### src/design/fps_pkg.sv
`timescale 1ns / 1ps
`default_nettype none

package fps_pkg;

  localparam int unsigned DATA_W  = 32;
  localparam int unsigned INDEX_W = 10;
  localparam int unsigned SIZE_W  = 11;
  localparam int unsigned KEY_W   = 12;
  localparam int unsigned PADDR_W = 3;

  localparam logic [SIZE_W-1:0] USED_SIZE_RST = 11'd1024;

  typedef enum logic {
    OP_ADD   = 1'b0,
    OP_QUERY = 1'b1
  } opcode_e;

  typedef enum logic {
    REG_USED_SIZE = 1'b0
  } reg_idx_e;

  typedef enum logic [3:0] {
    ST_CLEAR = 4'b0001,
    ST_IDLE  = 4'b0010,
    ST_WALK  = 4'b0100,
    ST_DONE  = 4'b1000
  } back_state_e;

  typedef struct packed {
    opcode_e           op;
    logic              oor;
    logic [KEY_W-1:0]  k;
    logic [DATA_W-1:0] value;
    logic [SIZE_W-1:0] n;
  } cmd_t;

endpackage

`default_nettype wire

### src/design/fps_front.sv
`timescale 1ns / 1ps
`default_nettype none

module fps_front #(
  parameter int unsigned MAX_POSITIONS = 1024
) (
  input  wire logic                          in_valid_i,
  output logic                               in_ready_o,
  input  wire logic                          opcode_i,
  input  wire logic [fps_pkg::INDEX_W-1:0]   item_index_i,
  input  wire logic [fps_pkg::DATA_W-1:0]    add_value_i,
  input  wire logic [fps_pkg::SIZE_W-1:0]    used_size_i,
  input  wire logic                          clearing_i,
  output logic                               cmd_valid_o,
  output fps_pkg::cmd_t                      cmd_o,
  input  wire logic                          cmd_ready_i
);

  logic [fps_pkg::SIZE_W-1:0] eff_size;
  logic                       beyond;
  fps_pkg::opcode_e           op;

  // used_size saturates at the tree capacity
  assign eff_size = (int'(used_size_i) > MAX_POSITIONS) ?
                    fps_pkg::SIZE_W'(MAX_POSITIONS) : used_size_i;
  assign beyond   = (fps_pkg::SIZE_W'(item_index_i) >= eff_size);
  assign op       = fps_pkg::opcode_e'(opcode_i);

  assign in_ready_o = cmd_ready_i && !clearing_i;

  // adds beyond the size are taken and dropped here
  assign cmd_valid_o = in_valid_i && !clearing_i && !(op == fps_pkg::OP_ADD && beyond);

  always_comb begin
    cmd_o.op    = op;
    cmd_o.oor   = (op == fps_pkg::OP_QUERY) && beyond;
    cmd_o.k     = fps_pkg::KEY_W'(item_index_i) + fps_pkg::KEY_W'(1);
    cmd_o.value = add_value_i;
    cmd_o.n     = eff_size;
  end

endmodule

`default_nettype wire

### config.mk
export PLATFORM = sky130hd
export DESIGN_NAME = fps_front
export DESIGN_NICKNAME = d
export VERILOG_FILES = /design/src/design/fps_pkg.sv /design/src/design/fps_front.sv
export SDC_FILE = /design/constraint.sdc
export NUM_CORES = 1
export LEC_CHECK = 0
export BUFFER_PORTS_ARGS = -buffer_cell sky130_fd_sc_hd__buf_2
export CAP_MARGIN = 20
export CORE_MARGIN = 5
export CORE_UTILIZATION = 31
export DETAILED_ROUTE_END_ITERATION = 10
export PLACE_DENSITY = 0.95
export SYNTH_ARGS = -nofsm -noshare
export SYNTH_HDL_FRONTEND = slang
export SYNTH_SLANG_ARGS = --single-unit
### constraint.sdc
create_clock -name vclk -period 1.9
set_input_delay 0.19 -clock vclk [all_inputs]
set_output_delay 0.19 -clock vclk [all_outputs]
set_load 0.02 [all_outputs]
### Yosys cells after proc, flatten, opt, wreduce, memory -nomap -nowiden

Index checks and enable logic that the tools add are counted.

* multiplexer cells: 1
* reductions and logical operators: 7
* add/sub/neg operators: 1
* order comparisons: 2
* bitwise logic cells: 1

Operators with widths (number)
* $add A10 B1 Y11 const B: 1
* $ge A10 B11 Y1: 1
* $gt A11 B11 Y1 const B: 1
* $mux W11: 1
* $logic_and A1 B1 Y1: 5
* $logic_not A1 Y1: 2
* $not A1 Y1: 1

* register bits: 0
* output and inout port bits: 59

### Longest topological paths before layout

* word-level depth: 6
* mapped depth: 7
* gate-level depth less buffers: 6

### Worst setup path before layout

No wires, ideal clock.

* path kind: input -> output
* start: input port used_size_i[10] in the netlist's numbering
* end: output port cmd_valid_o
* path buffers: 1
* arrival time: 1755 ps
* stages on the path: 7
* slack: -45 ps
* required time: 1710 ps
* cell sequence: clkbuf_1 -> nor2b_1 -> ha_1 -> nor2b_1 -> o21ai_1 -> a21o_1 -> a31oi_1

RTL lines
* start, declared: line fps_front.sv:12 `input wire logic [fps_pkg::SIZE_W-1:0] used_size_i,`
* end, declared: line fps_front.sv:14 `output logic cmd_valid_o,`

==> impl_metrics.sql <==
INSERT INTO impl_metrics (metric_group, metric, value, unit) VALUES
('die', 'placement_rows', '18', ''),
('sta', 'final.period_utilization', '94.8', '%'),
('synth', 'number_of_warnings_issued_by_yosys', '0', ''),
('worst_setup_path', 'cp-start-kind', 'primary input', ''),
('worst_setup_path', 'crit_path_cell_chain', 'buf_2 > nand2b_1 > ha_1 > and4b_2 > and2_1 > a2bb2oi_1 > a21oi_1 > buf_4', ''),
('worst_setup_path', 'maximum_fanout_along_the_worst_path', '14', ''),
('worst_setup_path', 'number_of_cells_on_the_critical_path', '8', ''),
('grt', 'grt_met1_use', '9.69', '%'),
('grt', 'grt_first_pass_wirelength', '2790', 'um'),
('grt', 'antenna_found_initial', '0', ''),
('sta', 'worst_hold_slack', '0.380', 'ns'),
('worst_setup_path', 'cp_data_required_time', '1.71', 'ns'),
('finish', 'final_nets', '195', ''),
('place', 'dp_slack', '0.0761', 'ns'),
('finish', 'fraction_of_final_layout_cells_with_drive_strength_greater_than_1', '49.6', '%'),
('synth', 'syn-num-nets', '178', ''),
('die', 'fp.dieArea', '3570', 'um2'),
('finish', 'stdcell_area', '825', 'um2'),
('clocking', 'number_of_hold_buffers_added_after_cts', '0', ''),
('worst_setup_path', 'critical-path-top-delay-family', 'simple AND/OR/NAND/NOR gates', ''),
('finish', 'multiInputGateArea', '482', 'um2'),
('route', 'drt_wl_total', '1790', 'um'),
('power_and_ir_drop', 'power.ir.vdd_worst', '84.0', 'uV'),
('sta', 'post-route-worst-setup-slack', '0.0983', 'ns'),
('route', 'final_antenna_net_count', '0', ''),
('synth', 'synth_cell_type_count', '25', ''),
('finish', 'commonest_cells_after_routing_fill_and_taps_aside', '49 x sky130_fd_sc_hd__buf_2, 11 x sky130_fd_sc_hd__ha_1, 7 x sky130_fd_sc_hd__nand2b_1, 7 x sky130_fd_sc_hd__inv_2, 6 x sky130_fd_sc_hd__xnor2_1', ''),
('synth', 'synth.cell_area', '767', 'um2'),
('sta', 'hold_violations', '0', ''),
('die', 'core_area', '2430', 'um2'),
('route', 'drt-pass1-iter-count', '2', ''),
('finish', 'ff_latch_area', '0', 'um2'),
('power_and_ir_drop', 'p_comb_share', '100.0', '%'),
('sta', 'fmax', '555', 'MHz'),
('grt', 'grtUsageTotal', '9.41', '%'),
('job', 'drv.max_cap_violation_count', '0', ''),
('run_status', 'result_of_the_run', 'completed', ''),
('grt', 'globalRouteMet2Util', '19.1', '%'),
('hold_path', 'whs_path_depth', '0', ''),
('worst_setup_path', 'path_buf_inv', '2', ''),
('synth', 'seq_area_frac_synth', '0', '%'),
('clocking', 'setup_fix_buffers_added_after_clock_tree_synthesis', '0', ''),
('sta', 'layout_min_cycle_time', '1.80', 'ns'),
('grt', 'largest_net_degree_at_the_start_of_global_routing', '15', ''),
('place', 'io_buffer_count', '51', ''),
('grt', 'grt_remaining_overflow', '0', ''),
('sta', 'slew_viol_final', '0', ''),
('finish', 'mostFrequentLayoutCell', 'sky130_fd_sc_hd__buf_2', ''),
('power_and_ir_drop', 'power_per_cell_area', '249', 'nW/um2'),
('worst_setup_path', 'worst_path_max_delay_cell', 'sky130_fd_sc_hd__ha_1', ''),
('worst_setup_path', 'critPathCaptureType', 'output port', ''),
('finish', 'final_cells', '155', ''),
('grt', 'grt.met3_usage', '2.38', '%'),
('finish', 'clockBufferCount', '0', ''),
('sta', 'final_number_of_setup_violating_endpoints', '0', ''),
('route', 'initialDrtViolationCount', '13', ''),
('power_and_ir_drop', 'p_leak', '0.000500', 'uW'),
('grt', 'globalRoute.busiestLayer', 'met2', ''),
('place', 'post_dp_cell_area', '803', 'um2'),
('worst_setup_path', 'worstSetupPathType', 'primary input to output port', ''),
('finish', 'n_sequential_cell', '0', ''),
('place', 'placed_cells', '155', ''),
('power_and_ir_drop', 'intPower', '85.6', 'uW'),
('route', 'vias_per_cell', '4.41', ''),
('sta', 'accumulated_negative_setup_slack', '0', 'ns'),
('synth', 'postSynthCellCount', '110', ''),
('route', 'routedWlPerCell', '11.5', 'um'),
('power_and_ir_drop', 'power.share.sequential', '0', '%'),
('worst_setup_path', 'cp_data_arrival_time', '1.61', 'ns'),
('place', 'detailed_placement_wirelength_estimate', '1620', 'um'),
('die', 'io_pins', '116', '');
-- cell type report --
class	count	share of cell area [%]
inverters	12	5.46
well taps	30	4.55
repair buffers	51	31.6
multi-input cells	62	58.4
-- power by group through the flow --
stage | Sequential, uW | Combinational (uW) | Clock (uW)
finish | 0 | 205 | 0
floorplan | 0 | 223 | 0
global route | 0 | 228 | 0
global placement | 0 | 197 | 0
CTS | 0 | 202 | 0
detailed placement | 0 | 202 | 0
-- metal layers --
layer	up-vias	part of all wire, %
li1	357	-
met1	296	34
met2	27	56
met3	4	9.3
met4	0	0.56
met5	-	0
-- synthesized netlist by cell type --
library cell,n,area [um2]
sky130_fd_sc_hd__xnor2_1,6,52.6
sky130_fd_sc_hd__clkbuf_1,2,7.51
sky130_fd_sc_hd__and2_1,1,6.26
sky130_fd_sc_hd__nor2b_1,3,18.8
sky130_fd_sc_hd__o21ai_1,1,5.00
sky130_fd_sc_hd__nor2_1,2,7.51
sky130_fd_sc_hd__inv_1,5,18.8
sky130_fd_sc_hd__nand4_1,2,12.5
sky130_fd_sc_hd__a21oi_1,5,25.0
sky130_fd_sc_hd__ha_1,11,138
sky130_fd_sc_hd__and3_1,1,6.26
sky130_fd_sc_hd__inv_2,7,26.3
sky130_fd_sc_hd__and4_1,2,17.5
sky130_fd_sc_hd__a2bb2oi_1,1,8.76
sky130_fd_sc_hd__buf_4,34,255
sky130_fd_sc_hd__and4b_1,1,10.0
sky130_fd_sc_hd__conb_1,1,3.75
sky130_fd_sc_hd__o21ai_0,1,5.00
sky130_fd_sc_hd__xor2_1,2,17.5
sky130_fd_sc_hd__nand2b_1,9,56.3
sky130_fd_sc_hd__nand3_1,4,20.0
sky130_fd_sc_hd__a21o_1,2,15.0
sky130_fd_sc_hd__nand2_1,5,18.8
sky130_fd_sc_hd__a31oi_1,1,6.26
sky130_fd_sc_hd__o311ai_1,1,8.76
-- per-stage QoR --
| stage | utilization [%] | power [uW] |
|---|---|---|
| 5_1_grt | 33.9 | 228 |
| 2_1_floorplan | - | 223 |
| 6_report | 33.9 | 205 |
| 3_5_place_dp | 33.0 | 202 |
| 4_1_cts | 33.0 | 202 |
| 3_3_place_gp | 33.0 | 197 |
-- worst paths after layout --
path / from / to / slack (ns)
setup / recovery: used_size_i[10] / cmd_o[55] / 0.1
hold / removal: add_value_i[0] / cmd_o[11] / 0.38
-- cells by family (layout without fill, tap and decap cells) --
family,Yosys count,count (layout),share of synthesized area (%)
xor+xnor,8,8,9.14
simple gates,30,30,22.7
buf+inv,48,63,40.1
fa+ha+maj,11,11,17.9
other cells,1,1,0.489
compound gates,12,12,9.62
Note: power is estimated with default switching activity, not from simulation.
