==> src/design/fps_pkg.sv <==
`timescale 1ns / 1ps
`default_nettype none

package fps_pkg;

  localparam int unsigned DATA_W  = 32;
  localparam int unsigned INDEX_W = 10;
  localparam int unsigned SIZE_W  = 11;
  localparam int unsigned KEY_W   = 12;
  localparam int unsigned PADDR_W = 3;

  localparam logic [SIZE_W-1:0] USED_SIZE_RST = 11'd1024;

  typedef enum logic {
    OP_ADD   = 1'b0,
    OP_QUERY = 1'b1
  } opcode_e;

  typedef enum logic {
    REG_USED_SIZE = 1'b0
  } reg_idx_e;

  typedef enum logic [3:0] {
    ST_CLEAR = 4'b0001,
    ST_IDLE  = 4'b0010,
    ST_WALK  = 4'b0100,
    ST_DONE  = 4'b1000
  } back_state_e;

  typedef struct packed {
    opcode_e           op;
    logic              oor;
    logic [KEY_W-1:0]  k;
    logic [DATA_W-1:0] value;
    logic [SIZE_W-1:0] n;
  } cmd_t;

endpackage

`default_nettype wire

==> src/design/fps_fifo.sv <==
`timescale 1ns / 1ps
`default_nettype none

module fps_fifo (
  input  wire logic          clk_i,
  input  wire logic          rst_ni,
  input  wire logic          push_valid_i,
  output logic               push_ready_o,
  input  wire fps_pkg::cmd_t push_data_i,
  output logic               pop_valid_o,
  input  wire logic          pop_ready_i,
  output fps_pkg::cmd_t      pop_data_o
);

  localparam int unsigned DEPTH = 2;

  fps_pkg::cmd_t entries_q [DEPTH];
  logic          wr_ptr_q, wr_ptr_d;
  logic          rd_ptr_q, rd_ptr_d;
  logic [1:0]    count_q, count_d;
  logic          push, pop;

  assign push_ready_o = (count_q != 2'(DEPTH));
  assign pop_valid_o  = (count_q != 2'd0);
  assign pop_data_o   = entries_q[rd_ptr_q];

  assign push = push_valid_i && push_ready_o;
  assign pop  = pop_valid_o && pop_ready_i;

  always_comb begin
    wr_ptr_d = push ? ~wr_ptr_q : wr_ptr_q;
    rd_ptr_d = pop ? ~rd_ptr_q : rd_ptr_q;
    count_d  = count_q + 2'(push) - 2'(pop);
  end

  always_ff @(posedge clk_i or negedge rst_ni) begin
    if (!rst_ni) begin
      wr_ptr_q <= 1'b0;
      rd_ptr_q <= 1'b0;
      count_q  <= 2'd0;
    end else begin
      wr_ptr_q <= wr_ptr_d;
      rd_ptr_q <= rd_ptr_d;
      count_q  <= count_d;
    end
  end

  always_ff @(posedge clk_i) begin
    if (push) begin
      entries_q[wr_ptr_q] <= push_data_i;
    end
  end

endmodule

`default_nettype wire

==> config.mk <==
export PLATFORM = sky130hd
export DESIGN_NAME = fps_fifo
export DESIGN_NICKNAME = d
export VERILOG_FILES = /design/src/design/fps_pkg.sv /design/src/design/fps_fifo.sv
export SDC_FILE = /design/constraint.sdc
export NUM_CORES = 1
export LEC_CHECK = 0
export ABC_CLOCK_PERIOD_IN_PS = 3800
export BUFFER_PORTS_ARGS = -buffer_cell sky130_fd_sc_hd__buf_2
export CAP_MARGIN = 0
export CORE_UTILIZATION = 35
export CTS_CLUSTER_DIAMETER = 200
export DETAILED_ROUTE_END_ITERATION = 8
export GPL_TIMING_DRIVEN = 0
export MAX_ROUTING_LAYER = met4
export PLACE_DENSITY = 0.53
export SKIP_LAST_GASP = 1
export SLEW_MARGIN = 5
export SYNTH_ARGS = -nofsm -noshare
export SYNTH_HDL_FRONTEND = slang
export SYNTH_SLANG_ARGS = --single-unit
export TNS_END_PERCENT = 1
==> constraint.sdc <==
create_clock -name clk_i -period 3.8 [get_ports clk_i]
set_input_delay 0.38 -clock clk_i [delete_from_list [all_inputs] [get_ports clk_i]]
set_output_delay 0.38 -clock clk_i [all_outputs]
set_load 0.1 [all_outputs]
# Word-level counts from Yosys, hierarchy flattened
# Memory sizes are Yosys's and may differ from the RTL's.
# Cells that the tools add are included.
[word_totals]
regBits = 4
ram_bits = 114
input_bits = 61
output_inout_bits = 59
memories = 1
[mem_list]
columns = ["memory", "depth", "word_bits", "read_ports", "rd_clocked_by_memory_dff", "wr", "line_no", "source"]
rows = [
  ["entries_q", 2, 57, 1, 0, 1, "fps_fifo.sv:17", "fps_pkg::cmd_t entries_q [DEPTH];"],
]
[classes]
addsub = 2
eq_ne = 1
mux = 2
n_bitwise = 2
n_reduce_logical = 3
[ops]
columns = ["cell", "n"]
rows = [
  ["adder 2 x 1 -> 2 bit", 1],
  ["logical AND 1 bit", 2],
  ["two-way mux 1 bit", 2],
  ["!= test 2 bit, second input constant", 1],
  ["NOT 1 bit", 2],
  ["nonzero test 2 bit", 1],
  ["subtractor 2 x 1 -> 2 bit", 1],
]

# Depth between registers and ports, before layout
[logic_depth]
ltp_word = 4
mapped_depth = 7
depth_no_buf = 7

# Worst setup path before layout
# Ideal clock, no wire load.
[synth_path]
kind = "flip-flop to flip-flop"
start = "register count_q[0]"
end = "memory entries_q[0][0] (netlist bit) (enable)"
arrival_time_ns = 3.826
required_ns = 3.328
path_slack_ns = -0.499
path_stages_with_launch = 4
path_buffers = 0
period_less_slack_ns = 4.299
path_cell_list = "dfrtp_1 nand2b_1 nand2_1 nor2_1"
[synth_via]
elab_chain_cells = 4
[synth_lines]
columns = ["item", "line_no", "source"]
rows = [
  ["start, declared", "fps_fifo.sv:20", "logic [1:0] count_q, count_d;"],
  ["start signal, assigned", "fps_fifo.sv:44", "count_q <= count_d;"],
  ["!= test 2 bit", "fps_fifo.sv:23", "assign push_ready_o = (count_q != 2'(DEPTH));"],
  ["named net push_ready_o", "fps_fifo.sv:8", "output logic push_ready_o,"],
  ["logical AND 1 bit", "fps_fifo.sv:27", "assign push = push_valid_i && push_ready_o;"],
  ["two-way mux 1 bit", "fps_fifo.sv:49", "if (push) begin"],
  ["two-way mux 1 bit (implied by the code)", "fps_fifo.sv:50", "entries_q[wr_ptr_q] <= push_data_i;"],
  ["end, declared", "fps_fifo.sv:17", ""],
]
# The timed path passes the listed nets, and every way through them passes these cells.

==> summary.md <==
| Metric | Value |
|---|---|
| Synth Net Count | `257` |
| Minimum clock period after layout | `2.18 ns` |
| Io pins | `120` |
| Share of synthesized area occupied by flip-flops and latches | `80.3%` |
| Max-cap violations | `0` |
| Max-slew violation count | `0` |
| Postcts setup bufs | `0` |
| R2r startpoint | `count_q[1]` |
| Avg Inst Size Synth | `22.6 µm²` |
| Depth of the worst hold-timing path | `1` |
| Average detailed-routed wire length per instance | `14.5 µm` |
| Syn Inst Count | `194` |
| Hold violation total from the final report | `0` |
| Clock-pin slew reported for the worst setup and hold paths after clock tree synthesis | `0.05 ns` |
| Transition time at the pin with the least slew margin | `0.841 ns` |
| Layout overhead on the synthesized area | `34.0%` |
| Cell chain of the critical path | `buf_6 -> buf_6 -> mux2_4 -> buf_2` |
| Path class of the lowest-slack min-delay path | `primary input to flip-flop` |
| DRC violation total after the first TritonRoute iteration | `77` |
| Die area | `0.0130 mm²` |
| RSZ-0062 raised after global routing | `no` |
| Final core utilization | `48.5%` |
| Kind of start point of the critical path | `flip-flop` |
| Maximum clock skew at final layout | `0.00676 ns` |
| Via count of the first global-routing pass | `2357` |
| GPL Wtd Cong | `0.613` |
| Setup TNS | `0 ns` |
| Register bit count reported by yosys | `118` |
| Effective utilization at floorplan | `36.2%` |
| Clock latency of the later-clocked register in the worst-skew pair | `0.41 ns` |
| CTS sink cnt | `118` |
| Yosys synthesis warning count | `0` |
| Register-to-Register Path Depth | `4` |
| Initial antenna violation count | `0` |
| Critical path peak fanout | `10` |
| DRT Wirelength | `7460 µm` |
| Crit share post-route | `57.5%` |
| R2r endpoint | `entries_q[0][28]` |
| Number of nets at the end of the flow | `398` |
| Port bufs | `119` |
| Worst setup slack after placement | `1.99 ns` |
| Number of buffers created by CTS | `17` |
| Final WS setup | `1.62 ns` |
| Share of final-layout standard cells stronger than drive strength 1 | `61.8%` |
| X dimension of the die | `114 µm` |
| Antenna Violating Nets Remaining | `0` |
| Number of optimization iterations in the first detailed-route pass | `4` |
| Smallest hold slack | `0.154 ns` |
| Class of the most critical setup path | `flip-flop to output port` |
| Std-Cell Core Area | `0.0121 mm²` |
| DR vias | `2233` |
| Pin count of the biggest net entering global routing | `58` |
| FF-to-FF setup slack | `2.02 ns` |
| Max incr delay on CP | `0.40 ns` |
| Worst path arrival time | `1.80 ns` |
| Number of levels the H-tree was split into | `4` |
| Slowest cell on the critical path | `dfrtp_1` |
| Commonest cells after routing, fill and taps aside | `122 x buf_2, 114 x edfxtp_1, 37 x mux2_2` |
| Data required time at the worst endpoint | `3.42 ns` |
| DIE HEIGHT | `114 µm` |
| Tightest slew margin relative to the limit | `44.0%` |
| Number of library cell types mapped by synthesis | `16` |
| Cell area after synthesis | `0.00439 mm²` |
| Leading cell type in the layout, fill and taps excluded | `buf_2` |
| Critical path endpoint category | `output port` |
| Cell with the most instances on the worst path | `buf_6` |
| Count of standard-cell rows | `40` |
| Buffer cell driving the clock tree root | `clkbuf_16` |
| Hold path endpoint | `entries_q[0][53]` |
| Via-per-instance ratio | `4.33` |
| Total congestion overflow after global routing | `0` |
| Outcome | `complete, no violations` |
| Global-route total usage across every layer | `12.8%` |
| Beginning of the worst hold path | `push_data_i[53]` |
| First-pass GRT wire length | `11500 µm` |
| DP Wirelength | `4630 µm` |
| Remaining design rule violation count | `0` |
| Highest clock rate | `458 MHz` |
| Clock Path Buffers | `2` |
| Count of endpoints failing setup in the final report | `0` |
| Diode insertion count for antenna repair | `0` |
| CTS tree | `yes` |
==> what timing repair did <==
item | in CTS | in global routing
resized for setup | 0 | 0
endpoints found under the hold margin | 4 | 0
hold buffers | 1 | 0
==> cell usage after synthesis <==
master | number | area share [%]
mux2_2 | 37 | 9.5
nand2_1 | 1 | 0.086
and3_1 | 1 | 0.14
inv_1 | 1 | 0.086
xnor2_1 | 3 | 0.60
edfxtp_1 | 114 | 78
nor2_1 | 1 | 0.086
xor2_1 | 1 | 0.20
and2_1 | 1 | 0.14
buf_6 | 3 | 0.77
nand2b_1 | 1 | 0.14
or2_1 | 1 | 0.14
mux2_4 | 20 | 6.8
buf_2 | 3 | 0.34
dfrtp_1 | 4 | 2.3
ha_1 | 2 | 0.57
==> metrics by stage <==
stage	instance area, µm²	std cells
floorplan	4390	194
global placement	5190	481
detailed placement	5250	483
CTS	5880	516
global route	5880	516
finish	5880	516
==> cells by family after synthesis <==
| logic type | after synthesis | synth area share (%) |
|---|---|---|
| flops | 118 | 80.3 |
| mux | 57 | 16.3 |
| buf+inv | 7 | 1.20 |
| simple gates | 6 | 0.742 |
| xor+xnor | 4 | 0.799 |
| fa+ha+maj | 2 | 0.571 |
==> worst max path at each step <==
stage	start	end	slack [ns]	depth (start not counted)
2_1_floorplan	count_q[0]	entries_q[0][0]	0.45	3
3_3_place_gp	count_q[1]	entries_q[0][34]	0.23	3
3_5_place_dp	count_q[1]	entries_q[0][34]	1.99	4
4_1_cts	rd_ptr_q	pop_data_o[27]	1.57	4
5_1_grt	rd_ptr_q	pop_data_o[27]	1.53	4
6_report	rd_ptr_q	pop_data_o[27]	1.62	4
==> state kept, by name, summed over array words and instances, names as in the netlist <==
signal	count
count_q	2
entries_q	114
rd_ptr_q	1
wr_ptr_q	1
==> critical path, delay by kind of cell (launching register included) <==
kind	cells	cell delay [ns]
buffers and inverters	3	0.66
DFF	1	0.40
muxes	1	0.32
==> final cells by class <==
type,count,area (µm²)
inverter,1,3.75
fill,1068,6230
multi-input combinational,69,822
clock buffer,22,464
buffer,6,48.8
timing repair buffer,122,653
sequential,118,3520
clock inverter,10,153
tap,168,210
==> metal layers <==
metal	up-vias	global-route usage [%]	share of wire [%]
li1	1049	-	-
met1	1078	13.7	43
met2	93	19.4	47
met3	13	5.79	7.7
met4	0	8.05	2.3
met5	-	-	0
Power is left out: the tool's default activity adds up to more than one toggle a clock period on the data nets, which glitch-free logic cannot reach.
